**src/hw/rtl/linear_setpoint_ramp_macros.svh**
```systemverilog
// ----------------------------------------------------------------------------
// linear_setpoint_ramp_macros.svh
// Assertion macros for the setpoint ramp RTL.
// ----------------------------------------------------------------------------
`ifndef LINEAR_SETPOINT_RAMP_MACROS_SVH
`define LINEAR_SETPOINT_RAMP_MACROS_SVH

`ifndef ASSERT_OFF

// Same-cycle implication, checked on every rising edge out of reset
`define LSR_ASSERT_IMP(label, ante, cons, msg) \
    label: assert property (@(posedge clk) disable iff (!rst_n) (ante) |-> (cons)) \
        else $error(msg);

// Next-cycle implication
`define LSR_ASSERT_NXT(label, ante, cons, msg) \
    label: assert property (@(posedge clk) disable iff (!rst_n) (ante) |=> (cons)) \
        else $error(msg);

`else

`define LSR_ASSERT_IMP(label, ante, cons, msg)
`define LSR_ASSERT_NXT(label, ante, cons, msg)

`endif

`endif

```
**src/hw/rtl/lsr_pkg.sv**
```systemverilog
// ----------------------------------------------------------------------------
// lsr_pkg
// Shared constants for the linear setpoint ramp.
// ----------------------------------------------------------------------------
package lsr_pkg;

    localparam int DEF_VALUE_BITS    = 16;
    localparam int DEF_FRACTION_BITS = 16;
    localparam int STEP_COUNT_BITS   = 16;

    // Ramps shorter than this finish on the start item
    localparam logic [STEP_COUNT_BITS-1:0] MIN_RAMP_STEPS = 16'd2;

    localparam logic CMD_START = 1'b0;
    localparam logic CMD_NEXT  = 1'b1;

endpackage

```
**src/hw/rtl/linear_setpoint_ramp.sv**
```systemverilog
// ----------------------------------------------------------------------------
// linear_setpoint_ramp
// Linear ramp generator with a fixed-point accumulator and a serial divider.
// ----------------------------------------------------------------------------
// Usage:
//   Input channel (in_valid / in_stall) carries cmd, begin_value, stop_value
//   and step_count. A start item (cmd = 0) loads a ramp and returns nothing.
//   A next item (cmd = 1) returns one item on the output channel
//   (out_valid / out_stall): ramp_value and done_res.
//   Next items are taken one per cycle while in_stall is low; each result shows up the cycle after
//   the item is accepted, from a single output register.
//   A start item with step_count of 2 or more runs a restoring divider that
//   retires one quotient bit per cycle; in_stall is high while it runs.
//   Shorter ramps load without the divider.
//   When the receiver stalls with a result waiting, in_stall rises and the
//   result holds until taken.
//   Reset clears the ramp to zero with done set, so next items return 0
//   with done_res high until a start item arrives.
// ----------------------------------------------------------------------------
`include "linear_setpoint_ramp_macros.svh"

module linear_setpoint_ramp #(
    parameter int VALUE_BITS    = lsr_pkg::DEF_VALUE_BITS,
    parameter int FRACTION_BITS = lsr_pkg::DEF_FRACTION_BITS
) (
    input  logic                                 clk,
    input  logic                                 rst_n,
    input  logic                                 in_valid,
    output logic                                 in_stall,
    input  logic                                 cmd,
    input  logic [VALUE_BITS-1:0]                begin_value,
    input  logic [VALUE_BITS-1:0]                stop_value,
    input  logic [lsr_pkg::STEP_COUNT_BITS-1:0]  step_count,
    output logic                                 out_valid,
    input  logic                                 out_stall,
    output logic [VALUE_BITS-1:0]                ramp_value,
    output logic                                 done_res
);

    import lsr_pkg::*;

    localparam int ACC_BITS = VALUE_BITS + FRACTION_BITS;
    localparam int CNT_BITS = $clog2(ACC_BITS + 1);
    localparam int SCB      = STEP_COUNT_BITS;

    localparam logic ST_IDLE = 1'b0;
    localparam logic ST_DIV  = 1'b1;

    logic                 state_reg, state_next;
    logic [ACC_BITS-1:0]  acc_reg, acc_next;
    logic [ACC_BITS-1:0]  step_reg, step_next;
    logic [SCB-1:0]       steps_left_reg, steps_left_next;
    logic                 down_reg, down_next;
    logic [VALUE_BITS-1:0] target_reg, target_next;
    logic                 finished_reg, finished_next;
    logic [CNT_BITS-1:0]  cnt_reg, cnt_next;
    logic [ACC_BITS-1:0]  quot_reg, quot_next;
    logic [SCB-1:0]       rem_reg, rem_next;
    logic [SCB-1:0]       divisor_reg, divisor_next;
    logic                 out_valid_reg, out_valid_next;
    logic [VALUE_BITS-1:0] ramp_value_reg, ramp_value_next;
    logic                 done_reg, done_next;

    logic                 in_acc;
    logic                 out_acc;
    logic [VALUE_BITS-1:0] diff;
    logic [SCB:0]         rem_shift;
    logic [SCB-1:0]       rem_sub;
    logic                 rem_ge;
    logic [SCB-1:0]       steps_dec;

    assign in_stall  = (state_reg == ST_DIV) || (out_valid_reg && out_stall);
    assign in_acc    = in_valid && !in_stall;
    assign out_acc   = out_valid_reg && !out_stall;

    assign out_valid  = out_valid_reg;
    assign ramp_value = ramp_value_reg;
    assign done_res   = done_reg;

    assign diff = (begin_value < stop_value) ? (stop_value - begin_value)
                                             : (begin_value - stop_value);

    // Divider step: shift in the next dividend bit, subtract if it fits
    assign rem_shift = {rem_reg, quot_reg[ACC_BITS-1]};
    assign rem_sub   = rem_shift[SCB-1:0] - divisor_reg;
    assign rem_ge    = (rem_shift >= {1'b0, divisor_reg});

    assign steps_dec = steps_left_reg - SCB'(1);

    always_comb
    begin
        state_next      = state_reg;
        acc_next        = acc_reg;
        step_next       = step_reg;
        steps_left_next = steps_left_reg;
        down_next       = down_reg;
        target_next     = target_reg;
        finished_next   = finished_reg;
        cnt_next        = cnt_reg;
        quot_next       = quot_reg;
        rem_next        = rem_reg;
        divisor_next    = divisor_reg;
        out_valid_next  = out_valid_reg;
        ramp_value_next = ramp_value_reg;
        done_next       = done_reg;

        if (out_acc)
        begin
            out_valid_next = 1'b0;
        end

        case (state_reg)
            ST_IDLE:
            begin
                if (in_acc && cmd == CMD_START)
                begin
                    target_next = stop_value;
                    if (step_count < MIN_RAMP_STEPS)
                    begin
                        acc_next        = {stop_value, FRACTION_BITS'(0)};
                        steps_left_next = '0;
                        step_next       = '0;
                        down_next       = 1'b0;
                        finished_next   = 1'b1;
                    end
                    else
                    begin
                        down_next       = !(begin_value < stop_value);
                        steps_left_next = step_count;
                        acc_next        = {begin_value, FRACTION_BITS'(0)};
                        finished_next   = 1'b0;
                        quot_next       = {diff, FRACTION_BITS'(0)};
                        rem_next        = '0;
                        divisor_next    = step_count - SCB'(1);
                        cnt_next        = CNT_BITS'(ACC_BITS);
                        state_next      = ST_DIV;
                    end
                end
                else if (in_acc && cmd == CMD_NEXT)
                begin
                    out_valid_next  = 1'b1;
                    ramp_value_next = acc_reg[ACC_BITS-1:FRACTION_BITS];
                    if (steps_left_reg == '0)
                    begin
                        finished_next = 1'b1;
                        done_next     = 1'b1;
                    end
                    else
                    begin
                        steps_left_next = steps_dec;
                        done_next       = finished_reg;
                        if (steps_dec == '0)
                        begin
                            // snap to the exact end value on the last step
                            acc_next        = {target_reg, FRACTION_BITS'(0)};
                            finished_next   = 1'b1;
                            ramp_value_next = target_reg;
                            done_next       = 1'b1;
                        end
                        else if (down_reg)
                        begin
                            acc_next = acc_reg - step_reg;
                        end
                        else
                        begin
                            acc_next = acc_reg + step_reg;
                        end
                    end
                end
            end
            ST_DIV:
            begin
                quot_next = {quot_reg[ACC_BITS-2:0], rem_ge};
                rem_next  = rem_ge ? rem_sub : rem_shift[SCB-1:0];
                cnt_next  = cnt_reg - CNT_BITS'(1);
                if (cnt_reg == CNT_BITS'(1))
                begin
                    step_next  = {quot_reg[ACC_BITS-2:0], rem_ge};
                    state_next = ST_IDLE;
                end
            end
            default:
            begin
                state_next = ST_IDLE;
            end
        endcase
    end

    always_ff @(posedge clk or negedge rst_n)
    begin
        if (!rst_n)
        begin
            state_reg      <= ST_IDLE;
            acc_reg        <= '0;
            step_reg       <= '0;
            steps_left_reg <= '0;
            down_reg       <= 1'b0;
            target_reg     <= '0;
            finished_reg   <= 1'b1;
            cnt_reg        <= '0;
            out_valid_reg  <= 1'b0;
        end
        else
        begin
            state_reg      <= state_next;
            acc_reg        <= acc_next;
            step_reg       <= step_next;
            steps_left_reg <= steps_left_next;
            down_reg       <= down_next;
            target_reg     <= target_next;
            finished_reg   <= finished_next;
            cnt_reg        <= cnt_next;
            out_valid_reg  <= out_valid_next;
        end
    end

    always_ff @(posedge clk)
    begin
        quot_reg       <= quot_next;
        rem_reg        <= rem_next;
        divisor_reg    <= divisor_next;
        ramp_value_reg <= ramp_value_next;
        done_reg       <= done_next;
    end

    `LSR_ASSERT_NXT(a_start_enters_div,
        in_acc && cmd == CMD_START && step_count >= MIN_RAMP_STEPS,
        state_reg == ST_DIV, "long ramp start did not enter the divider")

    `LSR_ASSERT_IMP(a_empty_counter_finished,
        steps_left_reg == '0, finished_reg, "step counter empty but ramp not finished")

    `LSR_ASSERT_IMP(a_rem_below_divisor,
        state_reg == ST_DIV, rem_reg < divisor_reg, "divider remainder out of range")

    `LSR_ASSERT_NXT(a_next_gives_result,
        in_acc && cmd == CMD_NEXT, out_valid_reg, "next item produced no result")

endmodule

```
**config.mk**
```make
export PLATFORM = sky130hd
export DESIGN_NAME = linear_setpoint_ramp
export DESIGN_NICKNAME = d
export VERILOG_FILES = /design/src/hw/rtl/lsr_pkg.sv /design/src/hw/rtl/linear_setpoint_ramp.sv
export VERILOG_INCLUDE_DIRS = /design/src /design/src/hw/rtl
export SDC_FILE = /design/constraint.sdc
export NUM_CORES = 1
export LEC_CHECK = 0
export BUFFER_PORTS_ARGS = -buffer_cell sky130_fd_sc_hd__buf_2
export CAP_MARGIN = 20
export CORE_UTILIZATION = 50
export DETAILED_ROUTE_END_ITERATION = 8
export GPL_ROUTABILITY_DRIVEN = 0
export PLACE_DENSITY_LB_ADDON = 0.05
export SLEW_MARGIN = 5
export SYNTH_ARGS = -nofsm -noshare
export SYNTH_HDL_FRONTEND = slang
export SYNTH_SLANG_ARGS = --single-unit
```
**constraint.sdc**
```tcl
create_clock -name clk -period 9.92 [get_ports clk]
set_clock_uncertainty 0.2 [all_clocks]
set_input_delay 0.496 -clock clk [delete_from_list [all_inputs] [get_ports clk]]
set_output_delay 0.496 -clock clk [all_outputs]
set_load 0.005 [all_outputs]
```
==> summary.md <==
| Metric | Value |
|---|---|
| R2R Setup Slk | 4.72 ns |
| CTS Buf Count | 17 |
| Post-CTS setup buffer count | 0 |
| LEAKAGE | roughly 6.2 nW |
| RR Startpoint | step_reg[2] |
| Syn_area_per_cell | 9.28 sq um |
| P_int | 2.56 mW |
| Post-Synthesis Cell Area | 12,600 sq um |
| Hpwl dp | 23.9 mm |
| Global-route wire length before repair | 53.6 mm |
| Gr usage total | 26.2% |
| CTS max path bufs | 2 |
| Final Cycle Share | 52.4% |
| CTS tree | yes |
| Final wirelength | around 33 mm |
| Slew margin rel. | 24.2% |
| TritonCTS Sinks | roughly 190 |
| Worst hold endpoint | steps_left_reg[11] |
| Commonest non-fill, non-tap cell in the layout | nor2_1 |
| Maximum VDD drop | 0.163 mV |
| Yosys reg bits | 187 |
| Layout overhead on the synthesized area | 9.70% |
| Worst min-delay path startpoint | step_count[11] |
| Netlist cell types | 80 |
| Initial Util | ~52% |
| Worst r2r dst | acc_reg[28] |
| DRC | 0 |
| Die H | approximately 160 microns |
| Sum Neg Setup Slack | 0 ns |
| Worst slew pin tran | 1.14 ns |
| Cell Pwr Density | 327 nW/um^2 |
| CP endpoint kind | register |
| Final setup fails | 0 |
| CP Cell Sequence | nor2_1 > nand2_1 > nor3_1 > nand2_1 > nor2_1 > nand3b_1 > or3_1 > nor2b_1 > xnor2_1 > ha_1 > a21oi_1 > o2111ai_1 > or3_1 > a31o_1 > a221o_1 > a221o_1 > a31oi_1 > xor2_1 > o21ai_0 |
| Post-Syn Nets | roughly 1,500 |
| Clk Latency, worst-skew pair | 0.45 ns |
| Hold Path Class | in2reg |
| Nets | 1,548 |
| MaxCap Viol Count | 0 |
| Placed cells | approximately 1,700 |
| Hold depth | 2 |
| Net Sw Frac | 43.7% |
| Fillers | 2,249 |
| CP bufs+invs | 0 |
| Clock-pin slew on the worst setup and hold paths | 0.08 ns |
| Ys flop type | dfrtp_1 |
| Run status | finished clean |
| Ys async rst share | between 50 and 60% |
| Worst stage delay on the critical path | 0.42 ns |
| Initial antenna violation count | 0 |
| Worst EP required | 10.01 ns |
| Die ar. | about 26,000 sq um |
| WP data arrival | between 5 and 6 ns |
| CP delay by family, top | simple AND/OR/NAND/NOR gates |
| Largest net degree at the start of global routing | 59 |
| Switching power | ~2 mW |
| GR Overflow Total | 0 |
| I/O pins | 72 |
| Die W | 161 microns |
| Final Power | 4.54 mW |
| WS Path Type | reg2reg |
| Clock root buffer | clkbuf_16 |
| DR pass1 iterations | 6 |
| Site row count | 57 |
| Yosys warns | 0 |
| Post-DRT Antenna Nets | 0 |
| Crit Path Max Fanout | 6 |
| Core area | 24,500 sq um |
| Most frequent cells in the layout | 121 x nor2_1, 113 x o21ai_0, 105 x dfrtp_1 |
| Final slew viol count | 0 |
| Final non-filler cell total | 1,743 |
| H-tree Lvls | 4 |
| Cell depth of the worst flop-to-flop path | 19 |
| RSZ-0062 raised after global routing | false |
| Routed vias | just over 10,000 |
| Input/output buffers | slightly above 70 |
| Number of gates resized after CTS | 0 |
| Slowest cell on the critical path | dfrtp_1 |
| Layout cells sized above 1 | 11.1% |
| Min Tclk post-route | 5.20 ns |
| DR WL/cell | 19.0 microns |
| Number of global-route vias before repair | 10,200 |
| Fmax achieved | slightly below 0.2 GHz |
| Via density | 5.92 |
| Final Hold Viols | 0 |
| Comb pwr share | 53.0% |
| Post-synth EDFFs | 81 |
| Initial DRC Count | between 600 and 700 |
| Startpoint Class | register |
| Sequential power share | 32.2% |
| Clock group share of total power | 14.8% |
| N_diodes | 0 |
| Cells after Synth | 1,363 |
| Register area share after synthesis | 40.2% |
## metrics by stage
stage / hold slack (ns) / util [%] / instance area, sq um / worst slack, ns
after global routing: 0.173 / 56.5 / 13900 / 4.39
final: 0.150 / 56.5 / 13900 / 4.72
after CTS: 0.133 / 56.5 / 13900 / 4.72
after floorplan: 0.000409 / - / 12600 / 5.42
after global placement: 0.249 / 54.1 / 13300 / 4.95
after detailed placement: 0.264 / 54.1 / 13300 / 4.75
## final cells by class
type	instances	area [sq um]	area share [%]
flip-flops and latches	187	5090	36.7
inverters	79	297	2.14
clock buffers	18	429	3.09
multi-input cells	1035	7030	50.7
repair buffers	86	480	3.46
well taps	324	405	2.92
clock inverters	14	138	0.992
## cells in the mapped netlist, types with 17 or more instances
cell      number  share of area [%]
edfxtp_1      81                 19
xor2_1        40                2.8
a21oi_1       91                3.6
mux2i_1       21                1.7
nor2_1       123                3.7
inv_1         76                2.3
a21o_1        35                2.1
xnor2_1       58                4.0
and2_1        22                1.1
nor4_1        17               0.84
o21ai_0      113                4.5
nand2_1      102                3.0
nor3_1        38                1.5
clkbuf_1      50                1.5
nand3_1       22               0.87
dfrtp_1      105                 21
a22o_1        32                2.2
ha_1          85                8.4
mux2_2        20                1.8
## cell families after synthesis
group	after synthesis	synth area share [%]
XOR/XNOR	98	6.79
AND/OR/NAND/NOR	419	16.2
flip-flops	187	40.2
buffers and inverters	141	4.28
adder cells (fa/ha/maj)	89	9.05
multiplexers	51	4.33
AO/OA/AOI/OAI	378	19.1
## routing by layer
metal / track usage (%) / routed length, microns / vias up
met5: 0 / 0 / -
met4: 9.35 / 656 / 0
met3: 2.77 / 1290 / 41
met2: 44.7 / 16400 / 268
met1: 34.5 / 14900 / 4987
li1: - / - / 5015
## worst max path at each step
| stage | from | to | slack [ns] | depth (start not counted) |
|---|---|---|---|---|
| after detailed placement | step_reg[2] | acc_reg[28] | 4.75 | 19 |
| after CTS | step_reg[2] | acc_reg[28] | 4.72 | 19 |
| after global placement | step_reg[0] | acc_reg[28] | 4.95 | 20 |
| after floorplan | step_reg[0] | acc_reg[30] | 5.42 | 20 |
| after global routing | step_reg[0] | acc_reg[28] | 4.39 | 20 |
| final | step_reg[2] | acc_reg[28] | 4.72 | 19 |
## repair_timing
item / in CTS / in global routing
hold buffers: 1 / 0
endpoints found under the hold margin: 47 / 0
setup endpoints to repair: 0 / 0
## power by group through the flow
stage	clock (mW)	combinational [mW]	sequential, mW
after floorplan	0	1.90	1.36
after global placement	0	2.35	1.46
after detailed placement	0	2.38	1.47
after CTS	0.677	2.40	1.46
after global routing	0.706	2.69	1.50
final	0.672	2.40	1.46
Note: power is estimated with default switching activity, not from simulation.
